<file path="config.mk">
export PLATFORM = sky130hd
export DESIGN_NAME = printf_format_stream_formatter
export DESIGN_NICKNAME = d
export VERILOG_FILES = /design/src/hdl/pfsf_pkg.sv /design/src/hdl/printf_format_stream_formatter.sv /design/src/hdl/pfsf_ctrl.sv /design/src/hdl/pfsf_dp.sv
export VERILOG_INCLUDE_DIRS = /design/src /design/src/hdl
export SDC_FILE = /design/constraint.sdc
export NUM_CORES = 1
export LEC_CHECK = 0
export ABC_AREA = 1
export BUFFER_PORTS_ARGS = -buffer_cell sky130_fd_sc_hd__buf_2
export CORE_MARGIN = 2
export CORE_UTILIZATION = 30
export CTS_CLUSTER_SIZE = 28
export DETAILED_ROUTE_END_ITERATION = 6
export HOLD_SLACK_MARGIN = 0.06
export MAX_ROUTING_LAYER = met4
export SLEW_MARGIN = 0
export SYNTH_ARGS = -nofsm -noshare
export SYNTH_HDL_FRONTEND = slang
export SYNTH_HIERARCHICAL = 1
export SYNTH_SLANG_ARGS = --single-unit
</file>
<file path="constraint.sdc">
create_clock -name i_clk -period 16.2 [get_ports i_clk]
set_input_delay 1.62 -clock i_clk [delete_from_list [all_inputs] [get_ports i_clk]]
set_output_delay 1.62 -clock i_clk [all_outputs]
set_load 0.005 [all_outputs]
</file>
<file path="src/hdl/printf_format_stream_formatter_assert.svh">
// Assertion macros for the formatter RTL (included by pfsf_ctrl)
`ifndef PRINTF_FORMAT_STREAM_FORMATTER_ASSERT_SVH
`define PRINTF_FORMAT_STREAM_FORMATTER_ASSERT_SVH

`ifndef SYNTH
`define PFSF_ASSERT(lbl, clk, rstn, prop) \
    lbl: assert property (@(posedge clk) disable iff (!(rstn)) (prop)) \
        else $error("assertion failed");
`define PFSF_ASSERT_NEVER(lbl, clk, rstn, expr) \
    lbl: assert property (@(posedge clk) disable iff (!(rstn)) !(expr)) \
        else $error("forbidden condition seen");
`else
`define PFSF_ASSERT(lbl, clk, rstn, prop)
`define PFSF_ASSERT_NEVER(lbl, clk, rstn, expr)
`endif

`endif

</file>
<file path="src/hdl/pfsf_pkg.sv">
package pfsf_pkg;

    localparam int VAL_W  = 64;
    localparam int DIGITS = 20;
    localparam int DIG_W  = DIGITS * 4;
    localparam int NDIG_W = $clog2(DIGITS + 1);
    localparam int HEX_DIGITS = VAL_W / 4;
    localparam int CNT_W  = $clog2(VAL_W);
    localparam int NULL_LEN = 6;

    // item kinds
    localparam logic [1:0] CMD_FMT  = 2'd0;
    localparam logic [1:0] CMD_ARG  = 2'd1;
    localparam logic [1:0] CMD_STR  = 2'd2;
    localparam logic [1:0] CMD_NULL = 2'd3;

    // expecting codes
    localparam logic [1:0] EXP_FMT = 2'd0;
    localparam logic [1:0] EXP_ARG = 2'd1;
    localparam logic [1:0] EXP_STR = 2'd2;

    // config register indexes
    localparam logic CFG_CAPACITY = 1'b0;
    localparam logic CFG_LONG64   = 1'b1;

    localparam logic [15:0] CAP_RESET = 16'd256;

    localparam logic [7:0] CH_NUL   = 8'h00;
    localparam logic [7:0] CH_PCT   = 8'h25;
    localparam logic [7:0] CH_MINUS = 8'h2D;
    localparam logic [7:0] CH_ZERO  = 8'h30;
    localparam logic [7:0] CH_L     = 8'h6C;
    localparam logic [7:0] CH_D     = 8'h64;
    localparam logic [7:0] CH_I     = 8'h69;
    localparam logic [7:0] CH_U     = 8'h75;
    localparam logic [7:0] CH_X     = 8'h78;
    localparam logic [7:0] CH_P     = 8'h70;
    localparam logic [7:0] CH_S     = 8'h73;

    typedef struct packed {
        logic [1:0]  command;
        logic [7:0]  char_code;
        logic [63:0] arg_value;
    } t_in_item;

    typedef struct packed {
        logic [7:0]  out_char;
        logic [15:0] out_index;
        logic        stored;
        logic        last;
        logic        done_res;
        logic [15:0] final_length;
        logic [1:0]  expecting;
        logic        bad_item;
    } t_out_item;

    typedef enum logic [2:0] {
        M_PLAIN, M_PCT, M_LONGS, M_ARG, M_STR_FIRST, M_STR_MORE
    } t_mode;

    typedef enum logic [2:0] {
        K_NONE, K_SIGNED, K_UDEC, K_HEX, K_PTR, K_STR
    } t_kind;

    typedef enum logic [3:0] {
        ST_IDLE, ST_DECODE, ST_ECHO, ST_NULLS, ST_DABBLE,
        ST_SIGN, ST_PFX0, ST_PFXX, ST_SKIP, ST_DIGITS
    } t_state;

    typedef enum logic [2:0] {
        DEC_SILENT, DEC_BAD, DEC_TERM, DEC_EMIT, DEC_PCTE, DEC_ECHO, DEC_ARG, DEC_NULL
    } t_dec;

    typedef enum logic [1:0] {
        ES_ITEM, ES_CONST, ES_DIGIT
    } t_emit_sel;

    typedef enum logic [1:0] {
        EK_NORM, EK_TERM, EK_BAD
    } t_emit_kind;

    typedef struct packed {
        logic       accept;
        logic       load;
        logic       dab_step;
        logic       shift;
        logic       emit;
        t_emit_sel  sel;
        t_emit_kind kind;
        logic [7:0] ch;
        logic       last;
        logic [1:0] expect_code;
        t_kind      conv_kind;
        logic [1:0] long_count;
    } t_ctrl_cmd;

    typedef struct packed {
        logic [1:0] item_cmd;
        logic [7:0] item_char;
        logic       out_free;
        logic       neg;
        logic       top_zero;
        logic       ndig_one;
        logic       dab_last;
    } t_dp_status;

    function automatic logic [7:0] hex_char(input logic [3:0] n);
        return (n < 4'd10) ? (8'h30 + {4'h0, n}) : (8'h57 + {4'h0, n});
    endfunction

    function automatic logic [7:0] null_char(input logic [2:0] k);
        logic [7:0] c;
        case (k)
            3'd0:    c = 8'h28;  // (
            3'd1:    c = 8'h6E;  // n
            3'd2:    c = 8'h75;  // u
            3'd3:    c = 8'h6C;  // l
            3'd4:    c = 8'h6C;  // l
            3'd5:    c = 8'h29;  // )
            default: c = 8'h00;
        endcase
        return c;
    endfunction

    function automatic logic [1:0] expect_of(input t_mode m);
        logic [1:0] e;
        case (m) inside
            M_ARG:                  e = EXP_ARG;
            M_STR_FIRST, M_STR_MORE: e = EXP_STR;
            default:                e = EXP_FMT;
        endcase
        return e;
    endfunction

endpackage

</file>
<file path="src/hdl/printf_format_stream_formatter.sv">
// printf-style stream formatter.
// Input channel (i_in_valid / o_in_stall) carries format characters and the
// arguments of conversions; output channel (o_out_valid / i_out_stall) carries
// one character per transfer with its buffer index, stored flag, last-of-item
// mark, and on the terminator the returned length. Configuration writes
// (capacity, long_is_64) use i_cfg_valid / o_cfg_ready, always ready.
// One item is processed at a time: accepted in ST_IDLE, decoded in ST_DECODE,
// then written to the output register; the next item is taken back in ST_IDLE.
// Decimal conversions run a 64-step shift-and-add-3 binary-to-BCD unit, then
// skip leading zero digits (keeping one) and emit the rest, after a minus sign
// when negative. Hex arguments, and pointers after "0x", do the same without
// the BCD step; a null string gives "(null)", an unknown letter echoes '%' and
// the letter. Each emitted character needs a free output register: while it
// is full and the receiver stalls, an emitting state holds; o_in_stall stays high.
// Synchronous reset returns capacity to 256, long_is_64 to 1, the parser to
// plain text and the character count to zero.
module printf_format_stream_formatter (
    input  logic                i_clk,
    input  logic                i_rst_n,
    input  logic                i_in_valid,
    output logic                o_in_stall,
    input  pfsf_pkg::t_in_item  i_in_item,
    output logic                o_out_valid,
    input  logic                i_out_stall,
    output pfsf_pkg::t_out_item o_out_item,
    input  logic                i_cfg_valid,
    output logic                o_cfg_ready,
    input  logic                i_cfg_index,
    input  logic [15:0]         i_cfg_data
);

    pfsf_pkg::t_ctrl_cmd  w_cmd;
    pfsf_pkg::t_dp_status w_sts;

    assign o_cfg_ready = 1'b1;

    pfsf_ctrl u_ctrl (
        .i_clk      (i_clk),
        .i_rst_n    (i_rst_n),
        .i_in_valid (i_in_valid),
        .o_in_stall (o_in_stall),
        .i_sts      (w_sts),
        .o_cmd      (w_cmd)
    );

    pfsf_dp u_dp (
        .i_clk       (i_clk),
        .i_rst_n     (i_rst_n),
        .i_in_item   (i_in_item),
        .i_cfg_valid (i_cfg_valid),
        .i_cfg_index (i_cfg_index),
        .i_cfg_data  (i_cfg_data),
        .i_out_stall (i_out_stall),
        .i_cmd       (w_cmd),
        .o_sts       (w_sts),
        .o_out_valid (o_out_valid),
        .o_out_item  (o_out_item)
    );

endmodule

</file>
<file path="src/hdl/pfsf_ctrl.sv">
`include "printf_format_stream_formatter_assert.svh"

module pfsf_ctrl (
    input  logic                 i_clk,
    input  logic                 i_rst_n,
    input  logic                 i_in_valid,
    output logic                 o_in_stall,
    input  pfsf_pkg::t_dp_status i_sts,
    output pfsf_pkg::t_ctrl_cmd  o_cmd
);

    pfsf_pkg::t_state r_state, n_state;
    pfsf_pkg::t_mode  r_mode, d_mode;
    pfsf_pkg::t_kind  r_kind, d_kind, l_kind;
    logic [1:0]       r_long, d_long;
    logic [2:0]       r_nk;
    pfsf_pkg::t_dec   d_act;
    pfsf_pkg::t_mode  l_mode;
    logic             l_known;
    logic             d_ok;
    logic             w_accept;
    logic             w_free;

    assign w_accept   = i_in_valid && (r_state == pfsf_pkg::ST_IDLE);
    assign o_in_stall = (r_state != pfsf_pkg::ST_IDLE);
    assign w_free     = i_sts.out_free;

    // conversion letter lookup
    always_comb begin
        l_known = 1'b1;
        l_kind  = pfsf_pkg::K_NONE;
        l_mode  = pfsf_pkg::M_ARG;
        case (i_sts.item_char) inside
            pfsf_pkg::CH_D, pfsf_pkg::CH_I: l_kind = pfsf_pkg::K_SIGNED;
            pfsf_pkg::CH_U: l_kind = pfsf_pkg::K_UDEC;
            pfsf_pkg::CH_X: l_kind = pfsf_pkg::K_HEX;
            pfsf_pkg::CH_P: l_kind = pfsf_pkg::K_PTR;
            pfsf_pkg::CH_S: begin
                l_kind = pfsf_pkg::K_STR;
                l_mode = pfsf_pkg::M_STR_FIRST;
            end
            default: begin
                l_known = 1'b0;
                l_mode  = pfsf_pkg::M_PLAIN;
            end
        endcase
    end

    // item decode against the parse mode
    always_comb begin
        d_act  = pfsf_pkg::DEC_SILENT;
        d_mode = r_mode;
        d_long = r_long;
        d_kind = r_kind;
        unique case (r_mode)
            pfsf_pkg::M_ARG:       d_ok = (i_sts.item_cmd == pfsf_pkg::CMD_ARG);
            pfsf_pkg::M_STR_FIRST: d_ok = (i_sts.item_cmd == pfsf_pkg::CMD_STR) ||
                                          (i_sts.item_cmd == pfsf_pkg::CMD_NULL);
            pfsf_pkg::M_STR_MORE:  d_ok = (i_sts.item_cmd == pfsf_pkg::CMD_STR);
            default:               d_ok = (i_sts.item_cmd == pfsf_pkg::CMD_FMT);
        endcase
        if (!d_ok) begin
            d_act = pfsf_pkg::DEC_BAD;
        end else begin
            unique case (r_mode)
                pfsf_pkg::M_PCT, pfsf_pkg::M_LONGS: begin
                    if (i_sts.item_char == pfsf_pkg::CH_NUL) begin
                        d_act = pfsf_pkg::DEC_TERM;
                    end else if (r_mode == pfsf_pkg::M_PCT &&
                                 i_sts.item_char == pfsf_pkg::CH_PCT) begin
                        d_act  = pfsf_pkg::DEC_PCTE;
                        d_mode = pfsf_pkg::M_PLAIN;
                    end else if (i_sts.item_char == pfsf_pkg::CH_L) begin
                        d_mode = pfsf_pkg::M_LONGS;
                        if (r_mode == pfsf_pkg::M_PCT) begin
                            d_long = 2'd1;
                        end else if (r_long != 2'd2) begin
                            d_long = r_long + 2'd1;
                        end
                    end else if (l_known) begin
                        d_kind = l_kind;
                        d_mode = l_mode;
                    end else begin
                        d_act  = pfsf_pkg::DEC_ECHO;
                        d_mode = pfsf_pkg::M_PLAIN;
                    end
                end
                pfsf_pkg::M_ARG: begin
                    d_act  = pfsf_pkg::DEC_ARG;
                    d_mode = pfsf_pkg::M_PLAIN;
                    d_long = 2'd0;
                end
                pfsf_pkg::M_STR_FIRST, pfsf_pkg::M_STR_MORE: begin
                    if (i_sts.item_cmd == pfsf_pkg::CMD_NULL) begin
                        d_act  = pfsf_pkg::DEC_NULL;
                        d_mode = pfsf_pkg::M_PLAIN;
                        d_long = 2'd0;
                    end else if (i_sts.item_char == pfsf_pkg::CH_NUL) begin
                        d_mode = pfsf_pkg::M_PLAIN;
                        d_long = 2'd0;
                    end else begin
                        d_act  = pfsf_pkg::DEC_EMIT;
                        d_mode = pfsf_pkg::M_STR_MORE;
                    end
                end
                default: begin
                    if (i_sts.item_char == pfsf_pkg::CH_NUL) begin
                        d_act = pfsf_pkg::DEC_TERM;
                    end else if (i_sts.item_char == pfsf_pkg::CH_PCT) begin
                        d_mode = pfsf_pkg::M_PCT;
                        d_long = 2'd0;
                    end else begin
                        d_act = pfsf_pkg::DEC_EMIT;
                    end
                end
            endcase
            if (d_act == pfsf_pkg::DEC_TERM) begin
                d_mode = pfsf_pkg::M_PLAIN;
                d_long = 2'd0;
                d_kind = pfsf_pkg::K_NONE;
            end
        end
    end

    // next state
    always_comb begin
        n_state = r_state;
        unique case (r_state)
            pfsf_pkg::ST_IDLE: begin
                if (w_accept) n_state = pfsf_pkg::ST_DECODE;
            end
            pfsf_pkg::ST_DECODE: begin
                if (w_free) begin
                    case (d_act)
                        pfsf_pkg::DEC_ARG: begin
                            if (r_kind == pfsf_pkg::K_SIGNED || r_kind == pfsf_pkg::K_UDEC)
                                n_state = pfsf_pkg::ST_DABBLE;
                            else if (r_kind == pfsf_pkg::K_PTR)
                                n_state = pfsf_pkg::ST_PFX0;
                            else
                                n_state = pfsf_pkg::ST_SKIP;
                        end
                        pfsf_pkg::DEC_ECHO: n_state = pfsf_pkg::ST_ECHO;
                        pfsf_pkg::DEC_NULL: n_state = pfsf_pkg::ST_NULLS;
                        default:            n_state = pfsf_pkg::ST_IDLE;
                    endcase
                end
            end
            pfsf_pkg::ST_ECHO: begin
                if (w_free) n_state = pfsf_pkg::ST_IDLE;
            end
            pfsf_pkg::ST_NULLS: begin
                if (w_free && r_nk == 3'(pfsf_pkg::NULL_LEN - 1)) n_state = pfsf_pkg::ST_IDLE;
            end
            pfsf_pkg::ST_DABBLE: begin
                if (i_sts.dab_last)
                    n_state = i_sts.neg ? pfsf_pkg::ST_SIGN : pfsf_pkg::ST_SKIP;
            end
            pfsf_pkg::ST_SIGN: begin
                if (w_free) n_state = pfsf_pkg::ST_SKIP;
            end
            pfsf_pkg::ST_PFX0: begin
                if (w_free) n_state = pfsf_pkg::ST_PFXX;
            end
            pfsf_pkg::ST_PFXX: begin
                if (w_free) n_state = pfsf_pkg::ST_SKIP;
            end
            pfsf_pkg::ST_SKIP: begin
                if (!(i_sts.top_zero && !i_sts.ndig_one)) n_state = pfsf_pkg::ST_DIGITS;
            end
            pfsf_pkg::ST_DIGITS: begin
                if (w_free && i_sts.ndig_one) n_state = pfsf_pkg::ST_IDLE;
            end
            default: n_state = pfsf_pkg::ST_IDLE;
        endcase
    end

    // commands to the datapath
    always_comb begin
        o_cmd             = '0;
        o_cmd.sel         = pfsf_pkg::ES_CONST;
        o_cmd.kind        = pfsf_pkg::EK_NORM;
        o_cmd.conv_kind   = r_kind;
        o_cmd.long_count  = r_long;
        o_cmd.expect_code = pfsf_pkg::expect_of((r_state == pfsf_pkg::ST_DECODE) ? d_mode : r_mode);
        unique case (r_state)
            pfsf_pkg::ST_IDLE: o_cmd.accept = w_accept;
            pfsf_pkg::ST_DECODE: begin
                if (w_free) begin
                    case (d_act)
                        pfsf_pkg::DEC_BAD: begin
                            o_cmd.emit = 1'b1;
                            o_cmd.kind = pfsf_pkg::EK_BAD;
                            o_cmd.last = 1'b1;
                        end
                        pfsf_pkg::DEC_TERM: begin
                            o_cmd.emit = 1'b1;
                            o_cmd.kind = pfsf_pkg::EK_TERM;
                            o_cmd.last = 1'b1;
                        end
                        pfsf_pkg::DEC_EMIT: begin
                            o_cmd.emit = 1'b1;
                            o_cmd.sel  = pfsf_pkg::ES_ITEM;
                            o_cmd.last = 1'b1;
                        end
                        pfsf_pkg::DEC_PCTE: begin
                            o_cmd.emit = 1'b1;
                            o_cmd.ch   = pfsf_pkg::CH_PCT;
                            o_cmd.last = 1'b1;
                        end
                        pfsf_pkg::DEC_ECHO: begin
                            o_cmd.emit = 1'b1;
                            o_cmd.ch   = pfsf_pkg::CH_PCT;
                        end
                        pfsf_pkg::DEC_ARG: o_cmd.load = 1'b1;
                        default: ;
                    endcase
                end
            end
            pfsf_pkg::ST_ECHO: begin
                o_cmd.emit = w_free;
                o_cmd.sel  = pfsf_pkg::ES_ITEM;
                o_cmd.last = 1'b1;
            end
            pfsf_pkg::ST_NULLS: begin
                o_cmd.emit = w_free;
                o_cmd.ch   = pfsf_pkg::null_char(r_nk);
                o_cmd.last = (r_nk == 3'(pfsf_pkg::NULL_LEN - 1));
            end
            pfsf_pkg::ST_DABBLE: o_cmd.dab_step = 1'b1;
            pfsf_pkg::ST_SIGN: begin
                o_cmd.emit = w_free;
                o_cmd.ch   = pfsf_pkg::CH_MINUS;
            end
            pfsf_pkg::ST_PFX0: begin
                o_cmd.emit = w_free;
                o_cmd.ch   = pfsf_pkg::CH_ZERO;
            end
            pfsf_pkg::ST_PFXX: begin
                o_cmd.emit = w_free;
                o_cmd.ch   = pfsf_pkg::CH_X;
            end
            pfsf_pkg::ST_SKIP: o_cmd.shift = i_sts.top_zero && !i_sts.ndig_one;
            pfsf_pkg::ST_DIGITS: begin
                o_cmd.emit  = w_free;
                o_cmd.sel   = pfsf_pkg::ES_DIGIT;
                o_cmd.last  = i_sts.ndig_one;
                o_cmd.shift = w_free;
            end
            default: ;
        endcase
    end

    always_ff @(posedge i_clk) begin
        if (!i_rst_n) begin
            r_state <= pfsf_pkg::ST_IDLE;
            r_mode  <= pfsf_pkg::M_PLAIN;
            r_kind  <= pfsf_pkg::K_NONE;
            r_long  <= 2'd0;
            r_nk    <= 3'd0;
        end else begin
            r_state <= n_state;
            if (r_state == pfsf_pkg::ST_DECODE && w_free) begin
                r_mode <= d_mode;
                r_kind <= d_kind;
                r_long <= d_long;
                r_nk   <= 3'd0;
            end else if (r_state == pfsf_pkg::ST_NULLS && w_free) begin
                r_nk <= r_nk + 3'd1;
            end
        end
    end

    `PFSF_ASSERT(a_accept_to_decode, i_clk, i_rst_n, o_cmd.accept |=> r_state == pfsf_pkg::ST_DECODE)
    `PFSF_ASSERT_NEVER(a_emit_into_full, i_clk, i_rst_n, o_cmd.emit && !i_sts.out_free)
    `PFSF_ASSERT(a_digit_last, i_clk, i_rst_n, (o_cmd.emit && r_state == pfsf_pkg::ST_DIGITS) |-> (o_cmd.last == i_sts.ndig_one))

endmodule

</file>
<file path="src/hdl/pfsf_dp.sv">
module pfsf_dp (
    input  logic                 i_clk,
    input  logic                 i_rst_n,
    input  pfsf_pkg::t_in_item   i_in_item,
    input  logic                 i_cfg_valid,
    input  logic                 i_cfg_index,
    input  logic [15:0]          i_cfg_data,
    input  logic                 i_out_stall,
    input  pfsf_pkg::t_ctrl_cmd  i_cmd,
    output pfsf_pkg::t_dp_status o_sts,
    output logic                 o_out_valid,
    output pfsf_pkg::t_out_item  o_out_item
);

    logic [15:0]                   r_cap;
    logic                          r_l64;
    pfsf_pkg::t_in_item            r_item;
    logic [pfsf_pkg::VAL_W-1:0]    r_val;
    logic [pfsf_pkg::DIG_W-1:0]    r_dig;
    logic [pfsf_pkg::NDIG_W-1:0]   r_ndig;
    logic [pfsf_pkg::CNT_W-1:0]    r_cnt;
    logic                          r_neg;
    logic [15:0]                   r_wc;
    logic                          r_out_valid;
    pfsf_pkg::t_out_item           r_out;

    logic                          w_wide;
    logic                          w_signed;
    logic                          w_hex;
    logic [pfsf_pkg::VAL_W-1:0]    w_ext;
    logic                          w_neg;
    logic [pfsf_pkg::VAL_W-1:0]    w_mag;
    logic [pfsf_pkg::DIG_W-1:0]    w_adj;
    logic [15:0]                   w_cap_m1;
    logic [15:0]                   w_len;
    logic                          w_stored;
    logic [7:0]                    w_char;
    logic [3:0]                    w_top;

    assign w_top = r_dig[pfsf_pkg::DIG_W-1 -: 4];

    // argument width, sign extension and magnitude
    always_comb begin
        if (i_cmd.conv_kind == pfsf_pkg::K_PTR)
            w_wide = r_l64;
        else if (i_cmd.long_count == 2'd0)
            w_wide = 1'b0;
        else if (i_cmd.long_count == 2'd1)
            w_wide = r_l64;
        else
            w_wide = 1'b1;
        w_signed = (i_cmd.conv_kind == pfsf_pkg::K_SIGNED);
        w_hex    = (i_cmd.conv_kind == pfsf_pkg::K_HEX) || (i_cmd.conv_kind == pfsf_pkg::K_PTR);
        w_ext    = w_wide ? r_item.arg_value
                          : {{32{w_signed & r_item.arg_value[31]}}, r_item.arg_value[31:0]};
        w_neg    = w_signed & w_ext[pfsf_pkg::VAL_W-1];
        w_mag    = w_neg ? (~w_ext + 64'd1) : w_ext;
    end

    // BCD add-3 on every digit of 5 or more before the shift
    always_comb begin
        for (int i = 0; i < pfsf_pkg::DIGITS; i++) begin
            w_adj[i*4 +: 4] = (r_dig[i*4 +: 4] >= 4'd5) ? (r_dig[i*4 +: 4] + 4'd3)
                                                       : r_dig[i*4 +: 4];
        end
    end

    always_comb begin
        w_cap_m1 = r_cap - 16'd1;
        if (r_cap == 16'd0)
            w_len = 16'd0;
        else if (r_wc > w_cap_m1)
            w_len = w_cap_m1;
        else
            w_len = r_wc;
        w_stored = ({1'b0, r_wc} + 17'd1) < {1'b0, r_cap};
        case (i_cmd.sel)
            pfsf_pkg::ES_ITEM:  w_char = r_item.char_code;
            pfsf_pkg::ES_DIGIT: w_char = pfsf_pkg::hex_char(w_top);
            default:            w_char = i_cmd.ch;
        endcase
    end

    always_comb begin
        o_sts.item_cmd  = r_item.command;
        o_sts.item_char = r_item.char_code;
        o_sts.out_free  = !r_out_valid || !i_out_stall;
        o_sts.neg       = r_neg;
        o_sts.top_zero  = (w_top == 4'd0);
        o_sts.ndig_one  = (r_ndig == pfsf_pkg::NDIG_W'(1));
        o_sts.dab_last  = (r_cnt == pfsf_pkg::CNT_W'(pfsf_pkg::VAL_W - 1));
    end

    always_ff @(posedge i_clk) begin
        if (!i_rst_n) begin
            r_cap       <= pfsf_pkg::CAP_RESET;
            r_l64       <= 1'b1;
            r_wc        <= 16'd0;
            r_out_valid <= 1'b0;
        end else begin
            if (i_cfg_valid) begin
                if (i_cfg_index == pfsf_pkg::CFG_CAPACITY)
                    r_cap <= i_cfg_data;
                else
                    r_l64 <= i_cfg_data[0];
            end
            if (i_cmd.emit) begin
                r_out_valid <= 1'b1;
                case (i_cmd.kind)
                    pfsf_pkg::EK_TERM: r_wc <= 16'd0;
                    pfsf_pkg::EK_NORM: if (r_wc != 16'hFFFF) r_wc <= r_wc + 16'd1;
                    default: ;
                endcase
            end else if (!i_out_stall) begin
                r_out_valid <= 1'b0;
            end
        end
    end

    always_ff @(posedge i_clk) begin
        if (i_cmd.accept) r_item <= i_in_item;
        if (i_cmd.load) begin
            r_neg <= w_neg;
            r_cnt <= '0;
            if (w_hex) begin
                r_dig  <= {w_mag, {(pfsf_pkg::DIG_W - pfsf_pkg::VAL_W){1'b0}}};
                r_ndig <= pfsf_pkg::NDIG_W'(pfsf_pkg::HEX_DIGITS);
            end else begin
                r_val  <= w_mag;
                r_dig  <= '0;
                r_ndig <= pfsf_pkg::NDIG_W'(pfsf_pkg::DIGITS);
            end
        end else if (i_cmd.dab_step) begin
            r_dig <= {w_adj[pfsf_pkg::DIG_W-2:0], r_val[pfsf_pkg::VAL_W-1]};
            r_val <= {r_val[pfsf_pkg::VAL_W-2:0], 1'b0};
            r_cnt <= r_cnt + pfsf_pkg::CNT_W'(1);
        end else if (i_cmd.shift) begin
            r_dig  <= {r_dig[pfsf_pkg::DIG_W-5:0], 4'h0};
            r_ndig <= r_ndig - pfsf_pkg::NDIG_W'(1);
        end
        if (i_cmd.emit) begin
            r_out.out_char     <= w_char;
            r_out.out_index    <= r_wc;
            r_out.stored       <= w_stored;
            r_out.last         <= i_cmd.last;
            r_out.done_res     <= 1'b0;
            r_out.final_length <= 16'd0;
            r_out.expecting    <= i_cmd.expect_code;
            r_out.bad_item     <= 1'b0;
            case (i_cmd.kind)
                pfsf_pkg::EK_TERM: begin
                    r_out.out_char     <= pfsf_pkg::CH_NUL;
                    r_out.out_index    <= w_len;
                    r_out.stored       <= (r_cap != 16'd0);
                    r_out.done_res     <= 1'b1;
                    r_out.final_length <= w_len;
                end
                pfsf_pkg::EK_BAD: begin
                    r_out.out_char <= pfsf_pkg::CH_NUL;
                    r_out.stored   <= 1'b0;
                    r_out.bad_item <= 1'b1;
                end
                default: ;
            endcase
        end
    end

    assign o_out_valid = r_out_valid;
    assign o_out_item  = r_out;

endmodule
</file>
==> run metrics, run 1 <==
status=finished clean; Hold-fix buffers, CTS=0; setup_tns=0 ps; Yosys warnings=6; Critical Path Max Stage Delay=540 ps; htree depth=2; Critical Path RT=16480 ps; Hold Crit Class=reg2reg; cts bufs inserted=41; WHS Path Cells=1; Multi-input gate area=9310 sq um; remaining antenna violation count=0; largest area contributor in the netlist=edfxtp_1; RSZ-0062 raised after global routing=no; top routing layer in use=met4; CTS Sinks=325; CTS max path bufs=3; synthesized flop and latch total=325; setup repair bufs after CTS=0; initial antenna violation count=0; Ports=145; area grow syn2layout=13.5%; Worst Skew=21.0 ps; Pwr Total=1950 uW; Worst Tran Pin Value=1050 ps; FP Rows=95; Leak=0.00977 uW; Worst-path clk slew=60 ps; Detailed Route WL=50900 um; syn nets=2659; drt first pass iters=5; Met1 Wirelength=24600 um; Max-Cap Viols=0; Die X=263 um; fin crit share=26.4%; ys flop type=edfxtp_1; critical path cell sequence=inv_1 > ha_1 > nand2_1 > nor2_1 > nand3_1 > nor2_1 > nand2_1 > nor3_2 > nand3_1 > nand2_1 > inv_1 > ha_1 > nand2_1 > inv_1 > nand3_1 > nor3_1 > nand4_1 > nand2_1 > clkinv_1 > o21ai_0 > o22ai_1; hold slack=495 ps; Die Y=263 um; vias=16800; WS Path Type=reg2reg; final hold viol count=0; min Tclk post-route=4270 ps; Rel. slew slack=29.7%; dpl hpwl=36100 um; FFs w/ async S/R, synth=0%; remaining routing DRC violations=0; R2R cell count=21; Starting DRT DRC Count=1198; clock root cell=clkbuf_16; clk_lat worst skew=560 ps; Post-synth EDFFs=270; crit path max fanout=28; gr usage total=14.8%; Final setup viols=0; nature of the critical path endpoint=flip-flop; largest net degree at the start of global routing=100; Core ar.=66800 sq um; FF+latch area=9210 sq um; Post-CTS Resized=0; IO buf count=143; first-pass GRT wire length=81900 um; Critical Path AT=4550 ps; net count reported at finish=2761; Synth cell types=62; gpl congestion=0.892; layout cells sized above 1=12.4%; Syn Inst Count=2477; f_max=234 MHz; met3 wire length=2280 um; Most Frequent Cell on Critical Path=nand2_1; Setup crit start kind=flip-flop; gr ovfl total=0; Slew Limit Fails=0; total power per unit cell area=85.2 nW/um^2; DR WL met2=22400 um; Peak VDD IR=0.0743 mV; fill cell count=7040; die footprint=69200 sq um; Antenna diodes=0; post-synthesis sequential area ratio=45.7%; Post-Syn Area=20100 sq um; cells taking the most area after synthesis=edfxtp_1, nand2_1, dfxtp_1; slowest CP cell=clkinv_1; Via density=4.82; Initial Util=30.2%; drt wl/cell=14.6 um; CTS tree=yes; vias in the first global route=15600; syn_area_per_cell=8.13 sq um; area share of the largest cell type after synthesis=40.3%
==> registers in the layout, summed over array words and instances, names as in the netlist, 2 cells and up <==
name             flops
u_ctrl/r_kind        3
u_ctrl/r_long        2
u_ctrl/r_mode        3
u_ctrl/r_nk          3
u_ctrl/r_state       4
u_dp/o_out_item     46
u_dp/o_sts          10
u_dp/r_cap          16
u_dp/r_cnt           6
u_dp/r_dig          80
u_dp/r_item         64
u_dp/r_ndig          5
u_dp/r_val          64
u_dp/r_wc           16
==> per-stage QoR <==
step / cell area (sq um) / setup WS (ps) / util, % / instances
2_1_floorplan: 20100 / 7970 / - / 2477
3_3_place_gp: 21600 / 11480 / 32.3 / 3409
3_5_place_dp: 21600 / 11490 / 32.3 / 3409
4_1_cts: 22900 / 11920 / 34.2 / 3482
5_1_grt: 22900 / 11520 / 34.2 / 3482
6_report: 22900 / 11930 / 34.2 / 3482
==> cell usage after synthesis (4+ instances only) <==
master,n
buf_6,8
clkbuf_1,54
o21ai_1,37
ha_1,86
edfxtp_1,270
a31oi_1,8
nor2_1,228
nand3b_1,12
nand3_1,148
dfxtp_1,55
o21ai_2,6
nor3_2,7
nor3_1,21
o22ai_1,36
buf_2,8
xor2_1,59
o21ai_0,200
nor2_2,15
inv_1,289
inv_2,21
o221ai_1,17
o211ai_1,16
nor3b_1,4
buf_4,19
nand2_2,17
nand2_1,567
buf_1,6
nand3_2,12
o21bai_1,6
a211oi_1,6
a21oi_1,155
nor2_4,6
nand4_1,30
==> final timing paths <==
kind,from,end,slack [ps]
setup reg to reg,u_dp/r_cap[0],u_dp/o_out_item[24],11930
hold / removal,u_dp/r_cnt[0],u_dp/r_cnt[0],490
setup / recovery,u_dp/r_cap[0],u_dp/o_out_item[24],11930
hold reg to reg,u_dp/r_cnt[0],u_dp/r_cnt[0],490
==> worst max-delay path, delay by kind of cell, from the launching register on <==
family                     cells  cell delay, ps
buffers and inverters          4             860
AOI/OAI and AO/OA              2             600
and+or+nand+nor               13            1710
DFF                            1             330
adders and majority gates      2             490
==> final cells by class <==
| cell class | instances | area share [%] |
|---|---|---|
| multi-input combinational | 1744 | 40.7 |
| clock buffer | 54 | 5.04 |
| clock inverter | 19 | 0.520 |
| sequential | 325 | 40.3 |
| tap | 873 | 4.78 |
| inverter | 313 | 5.17 |
| timing repair buffer | 154 | 3.49 |
==> layout by cell type, fill, tap and decap left out, types with 55 or more instances in the layout <==
| master | instances |
|---|---|
| buf_2 | 143 |
| edfxtp_1 | 270 |
| nand2_1 | 566 |
| xor2_1 | 59 |
| a21oi_1 | 155 |
| nand3_1 | 147 |
| o21ai_0 | 199 |
| ha_1 | 86 |
| nor2_1 | 226 |
| inv_1 | 287 |
| dfxtp_1 | 55 |
==> cell families after synthesis <==
logic type	Yosys count	synth area share, %
other	2	0.0373
buffers and inverters	408	8.33
AO/OA/AOI/OAI	512	14.3
flip-flops	325	45.7
AND/OR/NAND/NOR	1082	23.6
multiplexers	2	0.0994
adder cells (fa/ha/maj)	86	5.34
XOR/XNOR	60	2.61
==> metal layers <==
layer | track usage, % | vias up
li1 | - | 8557
met1 | 20.2 | 7745
met2 | 22.4 | 376
met3 | 2.00 | 94
met4 | 5.31 | 0
met5 | - | -
==> report_power, final <==
group,internal [uW],total [uW],switching [uW]
combinational,42.3,128,85.7
sequential,934,950,16.7
clock,502,868,366
total,1480,1950,468
Note: power is estimated with default switching activity, not from simulation.
==> inputs of run 2 (changes only) <==
clock period = 3.7 ns   (was 16.2 ns; I/O delays follow)
==> run 2 against run 1 <==
  * Global-route usage increased by 0.44 points
  * Critical path type unchanged
  * Clock power grew to 4.3 times the previous value
  * Die area stayed put
  * First-iteration DRC count increased by 10%
  * Cell count rose by 2.7%
==> run metrics, run 2 (synthesis gave the netlist of run 1 again) <==
final hold viol count=0 (unchanged); Via density=4.79 (-0.57%); Worst Tran Pin Value=871 ps (-179 ps); Final setup viols=0 (unchanged); Reg power frac=48.6% (-0.2 points); combinational power share=7.5% (+0.9 points); Antenna diodes=0 (unchanged); Setup crit start kind=flip-flop; remaining routing DRC violations=0 (unchanged); Leak=0.0102 uW (+4.5%); P_sw=2050 uW (+340%); Design Area, Final=23900 sq um (+4.5%); gr usage total=15.2% (+0.44 points); CTS tree=yes; critical path cell sequence=inv_1 > ha_1 > nand2_1 > nor2_1 > nand3_1 > nor2_1 > nand2_1 > nor3_4 > nand3_1 > nand2_1 > inv_1 > ha_1 > nand2_1 > inv_1 > nand3_1 > nor3_2 > nand4_1 > nand2_2 > clkinv_1 > buf_6 > o21ai_0 > o22ai_1; area grow syn2layout=18.6%; Hold Crit Class=in2reg; Sw Share=23.9% (-0.14 points); remaining antenna violation count=0 (unchanged); FP Rows=95 (unchanged); FF+latch area=9210 sq um (unchanged); CP top delay family=simple AND/OR/NAND/NOR gates; Detailed Route WL=52200 um (+2.6%); drt wl/cell=14.6 um (-0.14%); Most Frequent Cell on Critical Path=nand2_1; max reg flops=80 (unchanged); die footprint=69200 sq um (unchanged); total power per unit cell area=358 nW/um^2 (+320%); gpl congestion=0.917 (+2.9%); slowest CP cell=dfxtp_1; clk_lat worst skew=550 ps (about the same); R2R setup slack=350 ps (-11580 ps); Die Y=263 um (unchanged); Ports=145 (unchanged); crit path max fanout=26 (-7.1%); Peak VDD IR=0.353 mV (+380%); Critical Path AT=3630 ps (-920 ps); initial antenna violation count=0 (unchanged); Starting DRT DRC Count=1319 (+10%); dpl hpwl=37300 um (+3.3%); Slew Limit Fails=0 (unchanged); layout cells sized above 1=12.8% (+0.38 points); status=finished clean; Worst Skew=22.7 ps (+1.68 ps); gr ovfl total=0 (unchanged); WP buf/inv=5 (+1); IO buf count=143 (unchanged); Rel. slew slack=41.8% (+12 points); Critical Path Max Stage Delay=330 ps (-210 ps); Die X=263 um (unchanged); drt first pass iters=5 (unchanged); Critical Path RT=3980 ps (-12500 ps); internal cell power=6510 uW (+340%); setup repair bufs after CTS=0 (unchanged); most common cell after layout, fill and taps aside=nand2_1; CTS Sinks=325 (unchanged); Core ar.=66800 sq um (unchanged); vias=17100 (+2.1%); min Tclk post-route=3350 ps (-920 ps); Initial Util=30.2% (unchanged); most frequent cells in the layout=nand2_1, inv_1, edfxtp_1; htree depth=2 (unchanged); fill cell count=6876 (-2.3%); nature of the critical path endpoint=flip-flop; clock root cell=clkbuf_16; Worst-path clk slew=60 ps (about the same); setup_tns=0 ps (unchanged); net count reported at finish=2856 (+3.4%); Multi-input gate area=9320 sq um (+0.15%); vias in the first global route=16100 (+3.3%); largest net degree at the start of global routing=103 (+3.0%); fin crit share=90.5% (+64 points); Max-Cap Viols=0 (unchanged); register name with the most flops=u_dp/r_dig; Placement Cell Area=21900 sq um (+1.3%); f_max=298 MHz (+27%); first-pass GRT wire length=84800 um (+3.5%); WS Path Type=reg2reg; clock network power share=43.9% (-0.7 points); cts bufs inserted=40 (-2.4%); RSZ-0062 raised after global routing=no; Largest regs=u_dp/r_dig: 80 flops, u_dp/r_item: 64 flops, u_dp/r_val: 64 flops; CTS max path bufs=3 (unchanged)
## run 2: changes by cell type in the layout (fill, tap and decap cells not counted), sizes merged
cell,change
bufinv,+2
clkinv,+1
buf,+21
dlygate4sd3,+75
clkbuf,-5
clkinvlp,+1
## run 2: final timing paths
kind,start,to,depth (start not counted)
max,u_dp/r_cap[0],u_dp/o_out_item[23],22
min,i_cfg_data[0],u_dp/r_l64,3
max reg2reg,u_dp/r_cap[0],u_dp/o_out_item[23],22
min reg2reg,u_dp/r_cnt[2],u_dp/r_cnt[2],2
## run 2: final cells by class
| class | count | share of cell area [%] |
|---|---|---|
| tap | 873 | 4.57 |
| clock buffer | 49 | 4.41 |
| multi-input combinational | 1744 | 39.0 |
| clock inverter | 23 | 0.817 |
| sequential | 325 | 38.5 |
| inverter | 313 | 4.95 |
| timing repair buffer | 250 | 7.68 |
## run 2: layer usage
| layer | vias to the layer above | routed length [um] | GRT usage (%) |
|---|---|---|---|
| met4 | 0 | 1310 | 4.43 |
| met3 | 88 | 2020 | 1.95 |
| met1 | 7915 | 25000 | 20.3 |
| met5 | - | 0 | - |
| li1 | 8762 | - | - |
| met2 | 366 | 23900 | 24.3 |
## run 2: worst min-delay path, stage by stage
cell,delay (ps)
buf_2,100
nand3_1,70
nand3_1,80
## run 2: metrics by stage
stage | cells | setup slack, ps | util, % | hold slack, ps | total power (uW)
after floorplan | 2477 | 11.4 | - | 450 | 4570
after global placement | 3430 | 315 | 32.7 | 480 | 4810
after detailed placement | 3430 | 200 | 32.7 | 481 | 4820
after CTS | 3577 | 198 | 35.7 | 65.2 | 8680
after global routing | 3577 | 22.6 | 35.8 | 91.8 | 8900
final | 3577 | 350 | 35.8 | 102 | 8560
## run 2: what timing repair did
action                                 CTS  global route
hold buffers                            75             0
endpoints found under the hold margin   75             0
gates resized for setup                  0            14
setup endpoints to repair                0            27
## run 2: power by group through the flow
stage          logic (uW)  clock network [uW]  registers, uW
2_1_floorplan         352                   0           4220
3_3_place_gp          574                   0           4240
3_5_place_dp          575                   0           4240
4_1_cts               639                3870           4170
5_1_grt               718                4010           4180
6_report              641                3760           4160
